File: src/design/dwfs_pkg.sv
`timescale 1ns / 1ps

package dwfs_pkg;

	localparam int COORD_W  = 16;
	localparam int EXT_W    = COORD_W + 1;
	localparam int COUNT_W  = 34;
	localparam int FSW_W    = 24;
	localparam int IDX_W    = 5;

	localparam logic [FSW_W-1:0] FULL_SCREEN_RESET = 24'd230400;

	// Words per window sequence (close or open) and last word index per command kind.
	localparam logic [IDX_W-1:0] HALF_WORDS      = 5'd12;
	localparam logic [IDX_W-1:0] LAST_IDX_WINDOW = 5'd23;
	localparam logic [IDX_W-1:0] LAST_IDX_BLACK  = 5'd1;
	localparam logic [IDX_W-1:0] LAST_IDX_SINGLE = 5'd0;

	localparam logic [7:0] CMD_RASET  = 8'h2B;
	localparam logic [7:0] CMD_CASET  = 8'h2A;
	localparam logic [7:0] CMD_RAMWR  = 8'h2C;
	localparam logic [7:0] CMD_INVON  = 8'h21;
	localparam logic [7:0] CMD_INVOFF = 8'h20;
	localparam logic [7:0] FILL_BLACK = 8'h00;
	localparam logic [7:0] FILL_WHITE = 8'hFF;

	typedef enum logic [1:0] {
		OP_BLACK_SCREEN = 2'd0,
		OP_OPEN_WINDOW  = 2'd1,
		OP_INVERT_ON    = 2'd2,
		OP_INVERT_OFF   = 2'd3
	} opcode_t;

	// Position of a word inside one 12-word window sequence.
	typedef enum logic [3:0] {
		POS_RASET        = 4'd0,
		POS_ROW_START_HI = 4'd1,
		POS_ROW_START_LO = 4'd2,
		POS_ROW_END_HI   = 4'd3,
		POS_ROW_END_LO   = 4'd4,
		POS_CASET        = 4'd5,
		POS_COL_START_HI = 4'd6,
		POS_COL_START_LO = 4'd7,
		POS_COL_END_HI   = 4'd8,
		POS_COL_END_LO   = 4'd9,
		POS_RAMWR        = 4'd10,
		POS_FILL         = 4'd11
	} win_pos_t;

	typedef enum logic [1:0] {
		WIN_ROW_START = 2'd0,
		WIN_COL_START = 2'd1,
		WIN_ROW_END   = 2'd2,
		WIN_COL_END   = 2'd3
	} win_field_t;

	typedef logic [COORD_W-1:0] coord_t;
	typedef coord_t window_t [4];

	typedef struct packed {
		opcode_t opcode;
		coord_t  row_start;
		coord_t  col_start;
		coord_t  row_end;
		coord_t  col_end;
	} cmd_t;

	typedef struct packed {
		logic               dcx;
		logic [7:0]         data_byte;
		logic [COUNT_W-1:0] repeat_count;
		logic               end_transfer;
		logic               last;
	} word_t;

	// Inclusive extent of a range; zero when the range is reversed.
	function automatic logic [EXT_W-1:0] extent(input coord_t lo, input coord_t hi);
		logic [EXT_W-1:0] diff;
		begin
			diff = {1'b0, hi} - {1'b0, lo} + {{(EXT_W-1){1'b0}}, 1'b1};
			extent = (hi >= lo) ? diff : '0;
		end
	endfunction

	function automatic logic [IDX_W-1:0] last_index(input opcode_t op);
		logic [IDX_W-1:0] li;
		begin
			unique case (op)
				OP_BLACK_SCREEN: li = LAST_IDX_BLACK;
				OP_OPEN_WINDOW:  li = LAST_IDX_WINDOW;
				default:         li = LAST_IDX_SINGLE;
			endcase
			last_index = li;
		end
	endfunction

endpackage

File: src/design/display_window_fill_sequencer_core.sv
`timescale 1ns / 1ps

// Display window fill sequencer.
// The cmd channel (valid/ready, payload cmd) takes one display command per item:
// black screen, open window, invert on or invert off. The word channel
// (valid/ready, payload word) gives the 9-bit link words for it, one item per
// word, each with a D/CX flag, a byte, a repeat count and an end-of-transfer
// mark; the final word of a command carries last.
// The cfg channel writes the black screen fill count; it is always ready and
// should only be used while no command is in flight.
// Flow: an accepted command is registered in the command stage, and its first
// word then moves into the word register. After that one word is produced per
// cycle unless the receiver stalls; an open window command gives 24 words,
// black screen 2 and the invert commands 1.
// The next command is accepted in the cycle its predecessor's final word moves
// into the word register, so commands follow each other without a gap.
// When the receiver stalls, the word register holds its item and the sequencer
// waits; one command may still be taken while the last word waits.
// Reset clears the stored window to zeros and sets the fill count to 230400.
module display_window_fill_sequencer_core
	import dwfs_pkg::*;
(
	input  logic             clk,
	input  logic             arst_n,
	input  logic             cmd_valid,
	output logic             cmd_ready,
	input  cmd_t             cmd,
	output logic             word_valid,
	input  logic             word_ready,
	output word_t            word,
	input  logic             cfg_valid,
	output logic             cfg_ready,
	input  logic [FSW_W-1:0] cfg_data
);

	// Configuration and stored window.
	logic [FSW_W-1:0] full_screen_words_q;
	window_t          current_window_q;

	// Command stage: the command, both windows and their extents.
	logic             busy_s1;
	opcode_t          op_s1;
	logic [IDX_W-1:0] idx_s1;
	window_t          old_win_s1;
	window_t          new_win_s1;
	logic [EXT_W-1:0] rows_s1 [2];
	logic [EXT_W-1:0] cols_s1 [2];

	// Output register.
	logic  word_valid_q;
	word_t word_q;

	logic             advance;
	logic             at_last;
	logic             take_cmd;
	logic             half;
	logic [IDX_W-1:0] pos_raw;
	win_pos_t         pos;
	window_t          win;
	logic [7:0]       fill_byte;
	logic [COUNT_W-1:0] product;
	logic [COUNT_W-1:0] fill_count;
	word_t            next_word;

	assign cfg_ready = 1'b1;

	// A word moves forward when the output register is free or being emptied.
	assign advance   = busy_s1 && (!word_valid_q || word_ready);
	assign at_last   = (idx_s1 == last_index(op_s1));
	assign cmd_ready = !busy_s1 || (advance && at_last);
	assign take_cmd  = cmd_valid && cmd_ready;

	always_ff @(posedge clk or negedge arst_n) begin
		if (!arst_n) begin
			full_screen_words_q <= FULL_SCREEN_RESET;
		end else if (cfg_valid && cfg_ready) begin
			full_screen_words_q <= cfg_data;
		end
	end

	// The new window becomes the stored one as soon as the command is taken;
	// the old one travels on in the command stage for the closing sequence.
	always_ff @(posedge clk or negedge arst_n) begin
		if (!arst_n) begin
			current_window_q <= '{default: '0};
		end else if (take_cmd && cmd.opcode == OP_OPEN_WINDOW) begin
			current_window_q[WIN_ROW_START] <= cmd.row_start;
			current_window_q[WIN_COL_START] <= cmd.col_start;
			current_window_q[WIN_ROW_END]   <= cmd.row_end;
			current_window_q[WIN_COL_END]   <= cmd.col_end;
		end
	end

	always_ff @(posedge clk or negedge arst_n) begin
		if (!arst_n) begin
			busy_s1 <= 1'b0;
			idx_s1  <= '0;
		end else if (take_cmd) begin
			busy_s1 <= 1'b1;
			idx_s1  <= '0;
		end else if (advance) begin
			busy_s1 <= !at_last;
			idx_s1  <= idx_s1 + {{(IDX_W-1){1'b0}}, 1'b1};
		end
	end

	always_ff @(posedge clk) begin
		if (take_cmd) begin
			op_s1                     <= cmd.opcode;
			old_win_s1                <= current_window_q;
			new_win_s1[WIN_ROW_START] <= cmd.row_start;
			new_win_s1[WIN_COL_START] <= cmd.col_start;
			new_win_s1[WIN_ROW_END]   <= cmd.row_end;
			new_win_s1[WIN_COL_END]   <= cmd.col_end;
			rows_s1[0] <= extent(current_window_q[WIN_ROW_START],
				current_window_q[WIN_ROW_END]);
			cols_s1[0] <= extent(current_window_q[WIN_COL_START],
				current_window_q[WIN_COL_END]);
			rows_s1[1] <= extent(cmd.row_start, cmd.row_end);
			cols_s1[1] <= extent(cmd.col_start, cmd.col_end);
		end
	end

	// The first twelve words close the old window, the second twelve open
	// the new one; both halves share the word decoder and the multiplier.
	assign half      = (idx_s1 >= HALF_WORDS);
	assign pos_raw   = half ? (idx_s1 - HALF_WORDS) : idx_s1;
	assign pos       = win_pos_t'(pos_raw[3:0]);
	assign win       = half ? new_win_s1 : old_win_s1;
	assign fill_byte = half ? FILL_WHITE : FILL_BLACK;
	assign product   = COUNT_W'(rows_s1[half]) * COUNT_W'(cols_s1[half]);
	assign fill_count = product + {product[COUNT_W-2:0], 1'b0};

	always_comb begin
		next_word              = '0;
		next_word.repeat_count = COUNT_W'(1);
		next_word.last         = at_last;
		unique case (op_s1)
			OP_BLACK_SCREEN: begin
				if (idx_s1 == '0) begin
					next_word.data_byte = CMD_RAMWR;
				end else begin
					next_word.dcx          = 1'b1;
					next_word.data_byte    = FILL_BLACK;
					next_word.repeat_count = COUNT_W'(full_screen_words_q);
					next_word.end_transfer = 1'b1;
				end
			end
			OP_OPEN_WINDOW: begin
				next_word.dcx = 1'b1;
				unique case (pos)
					POS_RASET: begin
						next_word.dcx       = 1'b0;
						next_word.data_byte = CMD_RASET;
					end
					POS_ROW_START_HI: next_word.data_byte = win[WIN_ROW_START][15:8];
					POS_ROW_START_LO: next_word.data_byte = win[WIN_ROW_START][7:0];
					POS_ROW_END_HI:   next_word.data_byte = win[WIN_ROW_END][15:8];
					POS_ROW_END_LO: begin
						next_word.data_byte    = win[WIN_ROW_END][7:0];
						next_word.end_transfer = 1'b1;
					end
					POS_CASET: begin
						next_word.dcx       = 1'b0;
						next_word.data_byte = CMD_CASET;
					end
					POS_COL_START_HI: next_word.data_byte = win[WIN_COL_START][15:8];
					POS_COL_START_LO: next_word.data_byte = win[WIN_COL_START][7:0];
					POS_COL_END_HI:   next_word.data_byte = win[WIN_COL_END][15:8];
					POS_COL_END_LO: begin
						next_word.data_byte    = win[WIN_COL_END][7:0];
						next_word.end_transfer = 1'b1;
					end
					POS_RAMWR: begin
						next_word.dcx       = 1'b0;
						next_word.data_byte = CMD_RAMWR;
					end
					POS_FILL: begin
						next_word.data_byte    = fill_byte;
						next_word.repeat_count = fill_count;
						next_word.end_transfer = 1'b1;
					end
					default: next_word.data_byte = '0;
				endcase
			end
			OP_INVERT_ON: begin
				next_word.data_byte    = CMD_INVON;
				next_word.end_transfer = 1'b1;
			end
			default: begin
				next_word.data_byte    = CMD_INVOFF;
				next_word.end_transfer = 1'b1;
			end
		endcase
	end

	always_ff @(posedge clk or negedge arst_n) begin
		if (!arst_n) begin
			word_valid_q <= 1'b0;
		end else if (advance) begin
			word_valid_q <= 1'b1;
		end else if (word_ready) begin
			word_valid_q <= 1'b0;
		end
	end

	always_ff @(posedge clk) begin
		if (advance) begin
			word_q <= next_word;
		end
	end

	assign word_valid = word_valid_q;
	assign word       = word_q;

	// A freshly taken command always starts at its first word.
	a_start_at_first: assert property (@(posedge clk) disable iff (!arst_n)
		take_cmd |=> busy_s1 && idx_s1 == '0)
		else $error("command stage did not restart at the first word");

	// The word index never runs past the final word of its command.
	a_idx_bounded: assert property (@(posedge clk) disable iff (!arst_n)
		busy_s1 |-> idx_s1 <= last_index(op_s1))
		else $error("word index beyond the end of the command");

	// The final word of every command closes a transfer.
	a_last_ends: assert property (@(posedge clk) disable iff (!arst_n)
		word_valid && word.last |-> word.end_transfer)
		else $error("final word of a command without end of transfer");

	// Only fill words, which are data words closing a transfer, repeat.
	a_repeat_fill: assert property (@(posedge clk) disable iff (!arst_n)
		word_valid && word.repeat_count != COUNT_W'(1) |-> word.dcx && word.end_transfer)
		else $error("repeat count other than one on a non-fill word");

endmodule

File: config.mk
export PLATFORM = sky130hd
export DESIGN_NAME = display_window_fill_sequencer_core
export DESIGN_NICKNAME = d
export VERILOG_FILES = /design/src/design/dwfs_pkg.sv /design/src/design/display_window_fill_sequencer_core.sv
export SDC_FILE = /design/constraint.sdc
export NUM_CORES = 1
export LEC_CHECK = 0
export BUFFER_PORTS_ARGS = -buffer_cell sky130_fd_sc_hd__buf_2
export CAP_MARGIN = 10
export CORE_ASPECT_RATIO = 0.5
export CORE_MARGIN = 2
export CORE_UTILIZATION = 34
export CTS_CLUSTER_SIZE = 8
export DETAILED_ROUTE_END_ITERATION = 8
export PLACE_DENSITY_LB_ADDON = 0.2
export RECOVER_POWER = 100
export SYNTH_ARGS = -nofsm -noshare
export SYNTH_HDL_FRONTEND = slang
export SYNTH_SLANG_ARGS = --single-unit
File: constraint.sdc
create_clock -name clk -period 13.7 [get_ports clk]
set_input_delay 4.11 -clock clk [delete_from_list [all_inputs] [get_ports clk]]
set_output_delay 4.11 -clock clk [all_outputs]
set_load 0.005 [all_outputs]
==> Word level (Yosys, flattened, before mapping) <==
Memories as Yosys holds them, arrays and structs flattened.
Cells that the tools add are included.
Widths: inputs -> output; s select.
{ "word_totals": {"register_bits": 270, "latch_bits": 0, "ramBits": 68, "rom_bits": 0, "output_inout_bits": 48, "word_cells": 99, "memories": 2} }
{ "memory_table": {"columns": ["memory", "words", "word_bits", "read_ports", "rd_ports_with_merged_regs", "write_ports", "line_no", "text"], "rows": [
  ["cols_s1", 2, 17, 1, 0, 2, "display_window_fill_sequencer_core.sv:47", "logic [EXT_W-1:0] cols_s1 [2];"],
  ["rows_s1", 2, 17, 1, 0, 2, "display_window_fill_sequencer_core.sv:46", "logic [EXT_W-1:0] rows_s1 [2];"]
]} }
{ "classes": {"add_sub_neg": 11, "n_mul": 1, "n_div": 0, "n_lt_le_gt_ge": 5, "eq_ne": 15, "n_shift": 0, "mux": 27, "n_bitwise": 0, "reduce_logical": 16} }
{ "op_table": {"columns": ["op", "count"], "rows": [
  ["$pmux 8 s12", 1],
  ["$add 17x1->17 const B", 4],
  ["$mux 17", 4],
  ["$pmux 34 s2", 1],
  ["$sub 16x16->17", 4],
  ["$ge 16x16->1", 4],
  ["$mux 64", 1],
  ["$add 34x34->34", 1],
  ["$mul 17x17->34", 1],
  ["$mux 34", 1],
  ["$mux 25", 1],
  ["$pmux 8 s3", 1],
  ["$eq 4x3->1 const B", 4],
  ["$eq 4x4->1 const B", 4],
  ["$mux 5", 2],
  ["$pmux 5 s2", 1],
  ["$mux 1", 9],
  ["$eq 4x2->1 const B", 2],
  ["$mux 8", 1],
  ["$mux 6", 1],
  ["$reduce_or 3->1", 2],
  ["$add 5x1->5 const B", 1],
  ["$eq 5x5->1", 1],
  ["$ge 5x4->1 const B", 1],
  ["other kinds (13)", 22]
]} }

==> Longest topological paths before layout <==
Gate-level depths: netlist (run 1).
{ "logic_depth": {"word_depth": 8, "ltp_mapped": 46, "ltp_nobuf": 39} }

==> Least setup slack after synthesis (run 1) <==
OpenSTA, ideal clock, no wires.
{ "synth_timing": {"kind": "reg2reg", "startpoint": "register idx_s1[0]", "endpoint": "register word_q, in the netlist word[31] (data pin)", "setup_ns": 0.266, "arrival_ns": 9.291, "slack_ns": 4.144, "stages_incl_launch_ff": 44, "path_buffers": 4, "synth_period_minus_slack_ns": 9.556, "path_cell_list": "dfrtp_1 -> inv_1 -> ha_1 -> buf_2 -> a21o_1 -> a21oi_1 -> buf_2 -> clkbuf_1 -> nand2_1 -> nand2_1 -> buf_1 -> nand2_1 -> fa_1 -> inv_1 -> fa_1 -> inv_1 -> fa_1 -> inv_1 -> [... 8 more ...] -> nor2_1 -> a21oi_1 -> o21ai_0 -> a21oi_1 -> a21oi_1 -> nor2b_1 -> xnor2_1 -> ha_1 -> a21o_1 -> a21o_1 -> a21o_1 -> a2bb2oi_1 -> o31ai_1 -> o221ai_1 -> o21bai_1 -> a21oi_1 -> xor2_1 -> nor2_1"} }
{ "synth_lines": {"columns": ["element", "line_no", "text"], "rows": [
  ["from (decl)", "display_window_fill_sequencer_core.sv:43", "logic [IDX_W-1:0] idx_s1;"],
  ["from (signal assigned)", "display_window_fill_sequencer_core.sv:103", "idx_s1 <= idx_s1 + {{(IDX_W-1){1'b0}}, 1'b1};"],
  ["to (signal assigned)", "display_window_fill_sequencer_core.sv:209", "word_q <= next_word;"],
  ["to (decl)", "display_window_fill_sequencer_core.sv:51", "word_t word_q;"]
]} }

==> results of run 1 <==
[synth_stat cells, types with 22 or more instances]
cell      number
a21o_1        32
a21oi_1       99
clkbuf_1      41
nand2b_1      22
nand2_1      425
inv_1        474
o21ai_0      101
o21bai_1      44
mux2i_1       66
xnor2_1       78
edfxtp_1     243
fa_1         257
nor2_1       239
buf_2         28
a31oi_1       24
ha_1         278
mux2_2        40
dfrtp_1       91
xor2_1        33
[per-stage QoR]
step                worst slack [ns]  hold WS (ns)  std cells  cell area [µm²]
floorplan                       4.14         0.442       2889            28800
global placement                2.58         0.449       4099            30800
detailed placement              2.46         0.457       4099            30800
CTS                             2.42         0.468       4188            32300
global route                    1.12         0.479       4188            32100
finish                          1.92         0.468       4191            32100
[layout make-up]
| class | count | area share, % |
|---|---|---|
| Timing Repair Buffer | 168 | 2.38 |
| Clock inverter | 5 | 0.425 |
| Sequential cell | 338 | 30.1 |
| Antenna cell | 3 | 0.0234 |
| Clock buffer | 84 | 4.23 |
| Tap cell | 1116 | 4.35 |
| Multi-Input combinational cell | 2002 | 52.9 |
| Inverter | 475 | 5.55 |
[how the worst max path moves through the flow]
stage	from	end	slack (ns)	depth (start not counted)
floorplan	idx_s1[0]$_DFFE_PN0P_	word[31]$_DFFE_PP_	4.14	43
global route	word_ready	old_win_s1[57]$_DFFE_PP_	1.12	7
detailed placement	idx_s1[2]$_DFFE_PN0P_	word[35]$_DFFE_PP_	2.46	34
finish	word_ready	cols_s1[1][16]$_SDFFCE_PN0P_	1.92	7
global placement	idx_s1[2]$_DFFE_PN0P_	word[35]$_DFFE_PP_	2.58	34
CTS	idx_s1[2]$_DFFE_PN0P_	word[35]$_DFFE_PP_	2.42	34
[state kept, by name, summed over array words and instances (netlist names)]
| name | count |
|---|---|
| current_window_q | 64 |
| new_win_s1 | 64 |
| old_win_s1 | 64 |
| word | 45 |
| cols_s1 | 34 |
| rows_s1 | 34 |
| full_screen_words_q | 24 |
| idx_s1 | 5 |
| op_s1 | 2 |
| busy_s1 | 1 |
| word_valid | 1 |
[cell families (layout without fill, tap and decap cells)]
| family | after synthesis | in the layout | share of synthesized area, % |
|---|---|---|---|
| AO/OA/AOI/OAI | 445 | 445 | 10.2 |
| AND/OR/NAND/NOR | 802 | 802 | 11.6 |
| other | 1 | 4 | 0.0130 |
| adder cells (fa/ha/maj) | 535 | 535 | 30.0 |
| multiplexers | 106 | 106 | 3.86 |
| buffers and inverters | 549 | 732 | 7.31 |
| XOR/XNOR | 113 | 113 | 3.49 |
| flip-flops | 338 | 338 | 33.6 |
[critical path: cells and delay by family]
kind	cells	cell delay [ns]
buffers and inverters	4	7.23
AO/OA/AOI/OAI	1	0.18
AND/OR/NAND/NOR	2	0.26
[placed cells by master, fill, tap and decap left out, types with 33 or more instances in the layout]
cell,synthesis,layout
a21oi_1,99,98
buf_2,28,58
clkbuf_1,41,127
clkbuf_16,0,49
dfrtp_1,91,91
edfxtp_1,243,243
fa_1,257,257
ha_1,278,278
inv_1,474,474
mux2_2,40,40
mux2i_1,66,64
nand2_1,425,425
nor2_1,239,240
o21ai_0,101,115
o21bai_1,44,44
xnor2_1,78,78
xor2_1,33,33
[layer usage]
metal / vias up / routed length [µm] / part of all wire [%] / GRT usage (%)
met3: 112 / 5450 / 6.6 / 3.61
met1: 10200 / 40700 / 49 / 28.1
met2: 561 / 34200 / 41 / 28.3
li1: 9830 / - / - / -
met5: - / 13 / 0.016 / 0
met4: 2 / 2240 / 2.7 / 5.30
==> results.tsv, run 1 <==
stage	metric	value	unit
global_route	grt_usage	19.0	%
finish	fin_nets	3664	
floorplan	dieArea	87200	µm²
cts	cts_htree_levels	2	
critical_path	cp_slowest_cell	clkbuf_1	
status	violations	max-capacitance violations, max-slew violations	
finish	multiInputGateArea	17000	µm²
critical_path	arrival	11.97	ns
synthesis	avgSynthCellArea	9.97	µm²
timing	min_period_over_period	86.0	%
routing	drt_wl_total	82600	µm
floorplan	num_io_pins	143	
placed_design	place_hpwl	65700	µm
global_route	grt_max_degree	76	
synthesis	synthDistinctLibCells	83	
timing	fmax	84.9	MHz
critical_path	rrSetupSlack	1.97	ns
floorplan	coreArea	83800	µm²
timing	hold_violations	0	
synthesis	ys_warn_count	0	
synthesis	synth_area_leaders	edfxtp_1 25%, fa_1 18%, ha_1 12%	
routing	drc	0	
critical_path	cp-end-kind	flip-flop	
routing	drtPass1Iterations	7	
synthesis	synth-seq-cells	338	
cts	clk_path_buf_depth	3	
job	drv_cap	9	
floorplan	die_w	416	µm
synthesis	synth-edff-count	243	
cts	cts.sinks	338	
critical_path	cp_max_fo	75	
global_route	grt_overflow	0	
worst_hold_path	min_path_cells	0	
finish	ff_latch_area	9680	µm²
global_route	grt_pass1_vias	20700	
critical_path	crit_top_cell	clkbuf_1	
timing	period_needed	11.78	ns
routing	viasPerCell	4.93	
synthesis	yosysTopAreaCell	edfxtp_1	
cts	clk_pin_slew_worst_paths	0.05	ns
critical_path	r2r-end	word[35]$_DFFE_PP_	
routing	first_iter_violations	1721	
finish	drive_above_1_share	6.51	%
critical_path	path_cells	buf_2 > nand2b_1 > a21boi_0 > nor2b_4 > clkbuf_1 > clkbuf_1 > clkbuf_2	
cts	cts_hold_buf	0	
finish	syn_to_final_growth	11.6	%
floorplan	rows	75	
global_route	grt_pass1_wl	126000	µm
finish	post-route-util	38.3	%
floorplan	die_h	210	µm
timing	setup_tns	0	ns
synthesis	yosys.area.top_type_share	25.3	%
critical_path	crit-reg2reg-launch	idx_s1[2]$_DFFE_PN0P_	
critical_path	rr_worst_depth	34	
synthesis	synthesis.area	28800	µm²
cts	cts_buffers	49	
synthesis	ys.flop_type	edfxtp_1	
timing	relSlewSlack	-166	%
synthesis	ys_seq_area_share	33.6	%
cts	cts_resized	0	
timing	skew	0.0247	ns
critical_path	worst-setup-path-type	in2reg	
cts	insertion_delay	0.61	ns
routing	ant_nets	0	
placed_design	place_congestion	0.904	
status	status	complete, but fails checks	
timing	rsz0062_at_grt	false	
cts	root_buffer	clkbuf_16	
floorplan	start_util	34.4	%
worst_hold_path	hp-start	current_window_q[44]$_DFFE_PN0P_	
routing	vias	20700	
cts	cts_tree	done	
critical_path	slowest_delay	2.94	ns
worst_hold_path	hold_end	old_win_s1[44]$_DFFE_PP_	
placed_design	portBuffers	141	
worst_hold_path	hold_path_class	reg2reg	
synthesis	synthArstFlopShare	28.1	%
critical_path	worstPathRequired	13.89	ns
global_route	antenna_found_initial	3	
timing	tightest_slew	3.99	ns
timing	setup_viol	0	
critical_path	cp-start-kind	input port	
synthesis	synthCells	2889	
routing	wl_per_cell	19.7	µm
synthesis	syn_nets	3519	
cts	cts_setup_buffers	0	
timing	maxSlewViolCount	501	
finish	fill_cells	8383	
Power of run 1 is not shown: default switching activity piles up to over one toggle a cycle in this logic, so the estimate is an artifact.
==> run 2, diff against run 1 <==
--- a/config.mk
+++ b/config.mk
@@ -8,12 +8,12 @@
 export BUFFER_PORTS_ARGS = -buffer_cell sky130_fd_sc_hd__buf_2
 export CAP_MARGIN = 10
 export CORE_ASPECT_RATIO = 0.5
-export CORE_MARGIN = 2
 export CORE_UTILIZATION = 34
 export CTS_CLUSTER_SIZE = 8
 export DETAILED_ROUTE_END_ITERATION = 8
 export PLACE_DENSITY_LB_ADDON = 0.2
 export RECOVER_POWER = 100
+export SLEW_MARGIN = 20
 export SYNTH_ARGS = -nofsm -noshare
 export SYNTH_HDL_FRONTEND = slang
 export SYNTH_SLANG_ARGS = --single-unit
==> constraint.sdc (replaced) <==
create_clock -name clk -period 13.7 [get_ports clk]
set_input_delay 4.11 -clock clk [delete_from_list [all_inputs] [get_ports clk]]
set_output_delay 4.11 -clock clk [all_outputs]
set_load 0.01 [all_outputs]
==> results.tsv, run 2 (synthesis results as in run 1) <==
stage	metric	value	unit	change
worst_hold_path	min_path_cells	1		was 0
critical_path	worstPathRequired	14.03	ns	was 13.89 ns
global_route	grt_usage	19.5	%	was 19.0%
routing	viasPerCell	4.92		was 4.93
finish	antenna_cells	0		was 3
timing	rsz0062_at_grt	false		unchanged
critical_path	cp_max_fo	64		was 75
cts	clk_pin_slew_worst_paths	0.05	ns	about the same
timing	setup_tns	0	ns	unchanged
worst_hold_path	hold_path_class	reg2reg		unchanged
floorplan	die_h	208	µm	was 210 µm
routing	ant_nets	0		unchanged
floorplan	dieArea	85900	µm²	was 87,200 µm²
routing	wl_per_cell	19.8	µm	was 19.7 µm
finish	final_cell_mix	474 x inv_1, 425 x nand2_1, 278 x ha_1		unchanged
status	violations	max-capacitance violations, max-slew violations		unchanged
cts	cts_buffers	48		was 49
cts	root_buffer	clkbuf_16		unchanged
critical_path	slowest_delay	1.21	ns	was 2.94 ns
routing	vias	20600		was 20,700
finish	syn_to_final_growth	11.1	%	was 11.6%
routing	first_iter_violations	1605		was 1,721
cts	insertion_delay	0.61	ns	about the same
critical_path	cp-start-kind	flip-flop		was input port
floorplan	num_io_pins	143		unchanged
floorplan	rows	75		unchanged
routing	drt_wl_total	82800	µm	was 82,600 µm
critical_path	crit_top_cell	fa_1		was clkbuf_1
floorplan	start_util	34.4	%	unchanged
critical_path	cp_slowest_cell	mux2i_1		was clkbuf_1
routing	drc	0		unchanged
global_route	grt_max_degree	86		was 76
cts	cts_htree_levels	2		unchanged
finish	drive_above_1_share	5.41	%	was 6.51%
job	drv_cap	10		was 9
timing	period_needed	11.84	ns	was 11.78 ns
finish	final_common_cell	inv_1		unchanged
floorplan	die_w	414	µm	was 416 µm
critical_path	arrival	12.17	ns	was 11.97 ns
global_route	grt_pass1_wl	128000	µm	was 126,000 µm
placed_design	portBuffers	141		unchanged
cts	cts.sinks	338		unchanged
timing	maxSlewViolCount	483		was 501
cts	cts_hold_buf	0		unchanged
critical_path	worst-setup-path-type	reg2reg		was in2reg
timing	setup_viol	0		unchanged
global_route	grt_overflow	0		unchanged
placed_design	place_congestion	0.912		was 0.904
timing	hold_slack	0.454	ns	was 0.468 ns
finish	fin_nets	3664		unchanged
global_route	grt_pass1_vias	21000		was 20,700
cts	clk_path_buf_depth	3		unchanged
timing	fmax	84.4	MHz	was 84.9 MHz
floorplan	coreArea	83800	µm²	unchanged
finish	reg_top3	current_window_q (64), new_win_s1 (64), old_win_s1 (64)		unchanged
critical_path	cp-end-kind	flip-flop		unchanged
critical_path	rr_worst_depth	34		unchanged
cts	cts_resized	0		unchanged
cts	cts_setup_buffers	0		unchanged
placed_design	place_hpwl	65600	µm	was 65,700 µm
timing	tightest_slew	3.99	ns	about the same
timing	min_period_over_period	86.5	%	was 86.0%
routing	drtPass1Iterations	5		was 7
timing	skew	0.0373	ns	was 0.0247 ns
timing	hold_violations	0		unchanged
status	status	complete, but fails checks		unchanged
cts	cts_tree	done		unchanged
global_route	antenna_found_initial	2		was 3
timing	relSlewSlack	-166	%	about the same
[run 2: per-stage QoR]
stage / cells / util (%) / worst slack (ns) / instance area (µm²)
2_1_floorplan: 2889 / - / 4.14 / 28800
3_3_place_gp: 4100 / 36.8 / 2.75 / 30800
3_5_place_dp: 4100 / 36.8 / 2.69 / 30800
4_1_cts: 4187 / 38.5 / 2.69 / 32200
5_1_grt: 4187 / 38.2 / 1.00 / 32000
6_report: 4187 / 38.2 / 1.86 / 32000
[run 2: worst paths after layout]
check                      slack (ns)                  start                                  to
min reg2reg                      0.45    busy_s1$_DFFE_PN0P_              word_valid$_DFFE_PN0P_
max                              1.86  idx_s1[2]$_DFFE_PN0P_                  word[35]$_DFFE_PP_
max in group asynchronous        4.59                 arst_n  full_screen_words_q[9]$_DFFE_PN0P_
min                              0.45    busy_s1$_DFFE_PN0P_              word_valid$_DFFE_PN0P_
min in group asynchronous        4.65                 arst_n    current_window_q[40]$_DFFE_PN0P_
max reg2reg                      1.86  idx_s1[2]$_DFFE_PN0P_                  word[35]$_DFFE_PP_
[run 2: critical path, delay by kind of cell (launching register included)]
family,cells,cell delay (ns)
buffers and inverters,6,1.24
flip-flops,1,0.51
XOR/XNOR,4,0.63
AO/OA/AOI/OAI,8,2.99
AND/OR/NAND/NOR,7,1.10
adder cells (fa/ha/maj),8,3.84
multiplexers,1,1.21
[run 2: final cells by class]
cell class	count	area [µm²]
Clock inverter	3	80.1
Timing Repair Buffer	169	731
Tap cell	1116	1400
Multi-Input combinational cell	2002	17000
Sequential cell	338	9680
Inverter	475	1780
Clock buffer	84	1340
Fill cell	8429	51800
[run 2: per-layer routing]
layer  wire (µm)  vias up  GRT usage, %
met5           0        -             0
met4        1830        0          4.17
met3        4420      113          2.66
met2       35100      511          29.3
met1       41400    10100          29.6
li1            -     9821             -
Power of run 2 is left out for the same reason.
==> run 3, diff against run 2 <==
--- a/config.mk
+++ b/config.mk
@@ -5,8 +5,10 @@
 export SDC_FILE = /design/constraint.sdc
 export NUM_CORES = 1
 export LEC_CHECK = 0
+export ABC_AREA = 1
+export ABC_CLOCK_PERIOD_IN_PS = 13700
 export BUFFER_PORTS_ARGS = -buffer_cell sky130_fd_sc_hd__buf_2
-export CAP_MARGIN = 10
+export CAP_MARGIN = 20
 export CORE_ASPECT_RATIO = 0.5
 export CORE_UTILIZATION = 34
 export CTS_CLUSTER_SIZE = 8
==> results.tsv, run 3 <==
stage	metric	value	unit	change
routing	drc	0		unchanged
finish	syn_to_final_growth	10.5	%	was 11.1%
routing	drt_wl_total	88300	µm	was 82,800 µm
timing	min_period_over_period	82.5	%	was 86.5%
synthesis	yosysTopAreaCell	edfxtp_1		unchanged
global_route	grt_overflow	0		unchanged
worst_hold_path	hold_end	old_win_s1[40]$_DFFE_PP_		was word_valid$_DFFE_PN0P_
routing	first_iter_violations	1668		was 1,605
floorplan	coreArea	86600	µm²	was 83,800 µm²
cts	cts_resized	0		unchanged
timing	fmax	88.4	MHz	was 84.4 MHz
critical_path	worst-setup-path-type	reg2reg		unchanged
synthesis	yosysMostFrequentCell	nand2_1		was inv_1
worst_hold_path	min_path_cells	0		was 1
finish	ff_latch_area	9680	µm²	unchanged
timing	tightest_slew	4.33	ns	was 3.99 ns
synthesis	syn_nets	4138		was 3,519
routing	viasPerCell	4.71		was 4.92
cts	cts_tree	done		unchanged
finish	reg_top3	current_window_q (64), new_win_s1 (64), old_win_s1 (64)		unchanged
finish	fill_cells	8973		was 8,429
cts	root_buffer	clkbuf_16		unchanged
cts	insertion_delay	0.63	ns	was 0.61 ns
worst_hold_path	hp-start	current_window_q[40]$_DFFE_PN0P_		was busy_s1$_DFFE_PN0P_
global_route	antenna_found_initial	2		unchanged
critical_path	cp-start-kind	flip-flop		unchanged
synthesis	ys.flop_type	edfxtp_1		unchanged
timing	rsz0062_at_grt	false		unchanged
worst_hold_path	hold_path_class	reg2reg		unchanged
status	violations	max-capacitance violations, max-slew violations		unchanged
placed_design	portBuffers	141		unchanged
routing	wl_per_cell	18.1	µm	was 19.8 µm
floorplan	die_w	422	µm	was 414 µm
finish	final_common_cell	nand2_1		was inv_1
timing	setup_ws	2.39	ns	was 1.86 ns
timing	skew	0.0493	ns	was 0.0373 ns
critical_path	slowest_delay	1.52	ns	was 1.21 ns
finish	drive_above_1_share	3.98	%	was 5.41%
global_route	grt_usage	19.8	%	was 19.5%
finish	fin_nets	4285		was 3,664
cts	cts_buffers	48		unchanged
floorplan	num_io_pins	143		unchanged
timing	setup_viol	0		unchanged
global_route	grt_pass1_wl	136000	µm	was 128,000 µm
critical_path	cp_slowest_cell	clkbuf_1		was mux2i_1
timing	relSlewSlack	-188	%	was -166%
cts	clk_pin_slew_worst_paths	0.05	ns	about the same
synthesis	synth-seq-cells	338		unchanged
synthesis	synthArstFlopShare	28.1	%	unchanged
cts	cts_htree_levels	2		unchanged
synthesis	ys_seq_area_share	32.3	%	was 33.6%
placed_design	place_congestion	0.935		was 0.912
critical_path	arrival	11.66	ns	was 12.17 ns
timing	hold_slack	0.455	ns	was 0.454 ns
synthesis	avgSynthCellArea	8.54	µm²	was 9.97 µm²
synthesis	synthCells	3508		was 2,889
global_route	grt_pass1_vias	23000		was 21,000
synthesis	synth-edff-count	243		unchanged
job	drv_cap	10		unchanged
synthesis	ys_warn_count	0		unchanged
critical_path	rr_worst_depth	41		was 34
critical_path	cp-end-kind	flip-flop		unchanged
timing	period_needed	11.31	ns	was 11.84 ns
placed_design	place_ws	3.52	ns	was 2.69 ns
floorplan	start_util	34.6	%	was 34.4%
cts	cts_setup_buffers	0		unchanged
synthesis	synth_area_leaders	edfxtp_1 24%, fa_1 17%, ha_1 12%		was edfxtp_1 25%, fa_1 18%, ha_1 12%
synthesis	synthesis.area	30000	µm²	was 28,800 µm²
floorplan	die_h	212	µm	was 208 µm
critical_path	rrSetupSlack	2.39	ns	was 1.86 ns
cts	cts_hold_buf	0		unchanged
critical_path	r2r-end	word[34]$_DFFE_PP_		was word[35]$_DFFE_PP_
routing	ant_nets	0		unchanged
global_route	grt_max_degree	128		was 86
critical_path	cp_max_fo	87		was 64
floorplan	dieArea	89400	µm²	was 85,900 µm²
finish	multiInputGateArea	16800	µm²	was 17,000 µm²
critical_path	crit-reg2reg-launch	idx_s1[0]$_DFFE_PN0P_		was idx_s1[2]$_DFFE_PN0P_
floorplan	rows	76		was 75
routing	vias	22900		was 20,600
status	status	complete, but fails checks		unchanged
timing	setup_tns	0	ns	unchanged
placed_design	place_hpwl	70500	µm	was 65,600 µm
cts	cts.sinks	338		unchanged
finish	final_cell_mix	788 x nand2_1, 775 x inv_1, 278 x ha_1		was 474 x inv_1, 425 x nand2_1, 278 x ha_1
routing	drtPass1Iterations	5		unchanged
synthesis	yosys.area.top_type_share	24.3	%	was 25.3%
synthesis	synthDistinctLibCells	50		was 83
timing	hold_violations	0		unchanged
timing	maxSlewViolCount	469		was 483
critical_path	worstPathRequired	14.05	ns	was 14.03 ns
synthesis	synth_common_cells	786 x nand2_1, 775 x inv_1, 278 x ha_1		was 474 x inv_1, 425 x nand2_1, 278 x ha_1
cts	clk_path_buf_depth	3		unchanged
[run 3: changes by cell type after synthesis, moves of 38 or more]
cell and delta:
nand3_1 +64, mux2i_1 -66, o21ai_1 +38, nand2_1 +361, xnor2_1 -57, inv_1 +301, mux2_2 -40, a21oi_1 +78
[run 3: worst max-delay path: cells and delay by family, from the launching register on]
kind | cells | cell delay [ns]
buffers and inverters | 10 | 3.37
adder cells (fa/ha/maj) | 9 | 3.76
XOR/XNOR | 1 | 0.15
flip-flops | 1 | 0.45
AO/OA/AOI/OAI | 8 | 1.83
AND/OR/NAND/NOR | 13 | 1.44
[run 3: metrics by stage]
step,utilization [%],std cells,instance area [µm²]
2_1_floorplan,-,3508,30000
3_3_place_gp,36.9,4774,32000
3_5_place_dp,36.9,4775,32000
4_1_cts,38.6,4864,33400
5_1_grt,38.2,4864,33100
6_report,38.2,4865,33100
[run 3: cell type report]
| type | count | share of cell area (%) |
|---|---|---|
| diodes | 1 | 0.00756 |
| clock buffers | 86 | 4.12 |
| clock inverters | 3 | 0.242 |
| inverters | 785 | 8.93 |
| multi-input cells | 2308 | 50.7 |
| flip-flops and latches | 338 | 29.2 |
| well taps | 1170 | 4.42 |
| repair buffers | 174 | 2.34 |
[run 3: kinds of logic after synthesis]
family	after synthesis	share of synthesized area [%]
AO/OA/AOI/OAI	474	8.95
XOR/XNOR	75	2.22
adder cells (fa/ha/maj)	535	28.8
buffers and inverters	862	11.3
flip-flops	338	32.3
other	1	0.0125
AND/OR/NAND/NOR	1223	16.4
[run 3: worst max path at each step]
stage	start	to	slack, ns	depth (start not counted)
after global routing	idx_s1[0]$_DFFE_PN0P_	word[34]$_DFFE_PP_	1.40	41
after global placement	idx_s1[0]$_DFFE_PN0P_	word[35]$_DFFE_PP_	3.09	38
after floorplan	word_ready	cmd_ready	4.05	6
final	idx_s1[0]$_DFFE_PN0P_	word[34]$_DFFE_PP_	2.39	41
after detailed placement	idx_s1[0]$_DFFE_PN0P_	word[34]$_DFFE_PP_	3.52	38
after CTS	idx_s1[0]$_DFFE_PN0P_	word[33]$_DFFE_PP_	3.45	39
[run 3: metal layers]
| metal | GRT usage (%) | vias up | share of wire, % |
|---|---|---|---|
| met2 | 31.1 | 532 | 44 |
| li1 | - | 11200 | - |
| met1 | 28.5 | 11100 | 48 |
| met5 | 0 | - | 0 |
| met3 | 3.20 | 90 | 6.0 |
| met4 | 4.66 | 0 | 2.1 |
Power of run 3 is left out for the same reason.
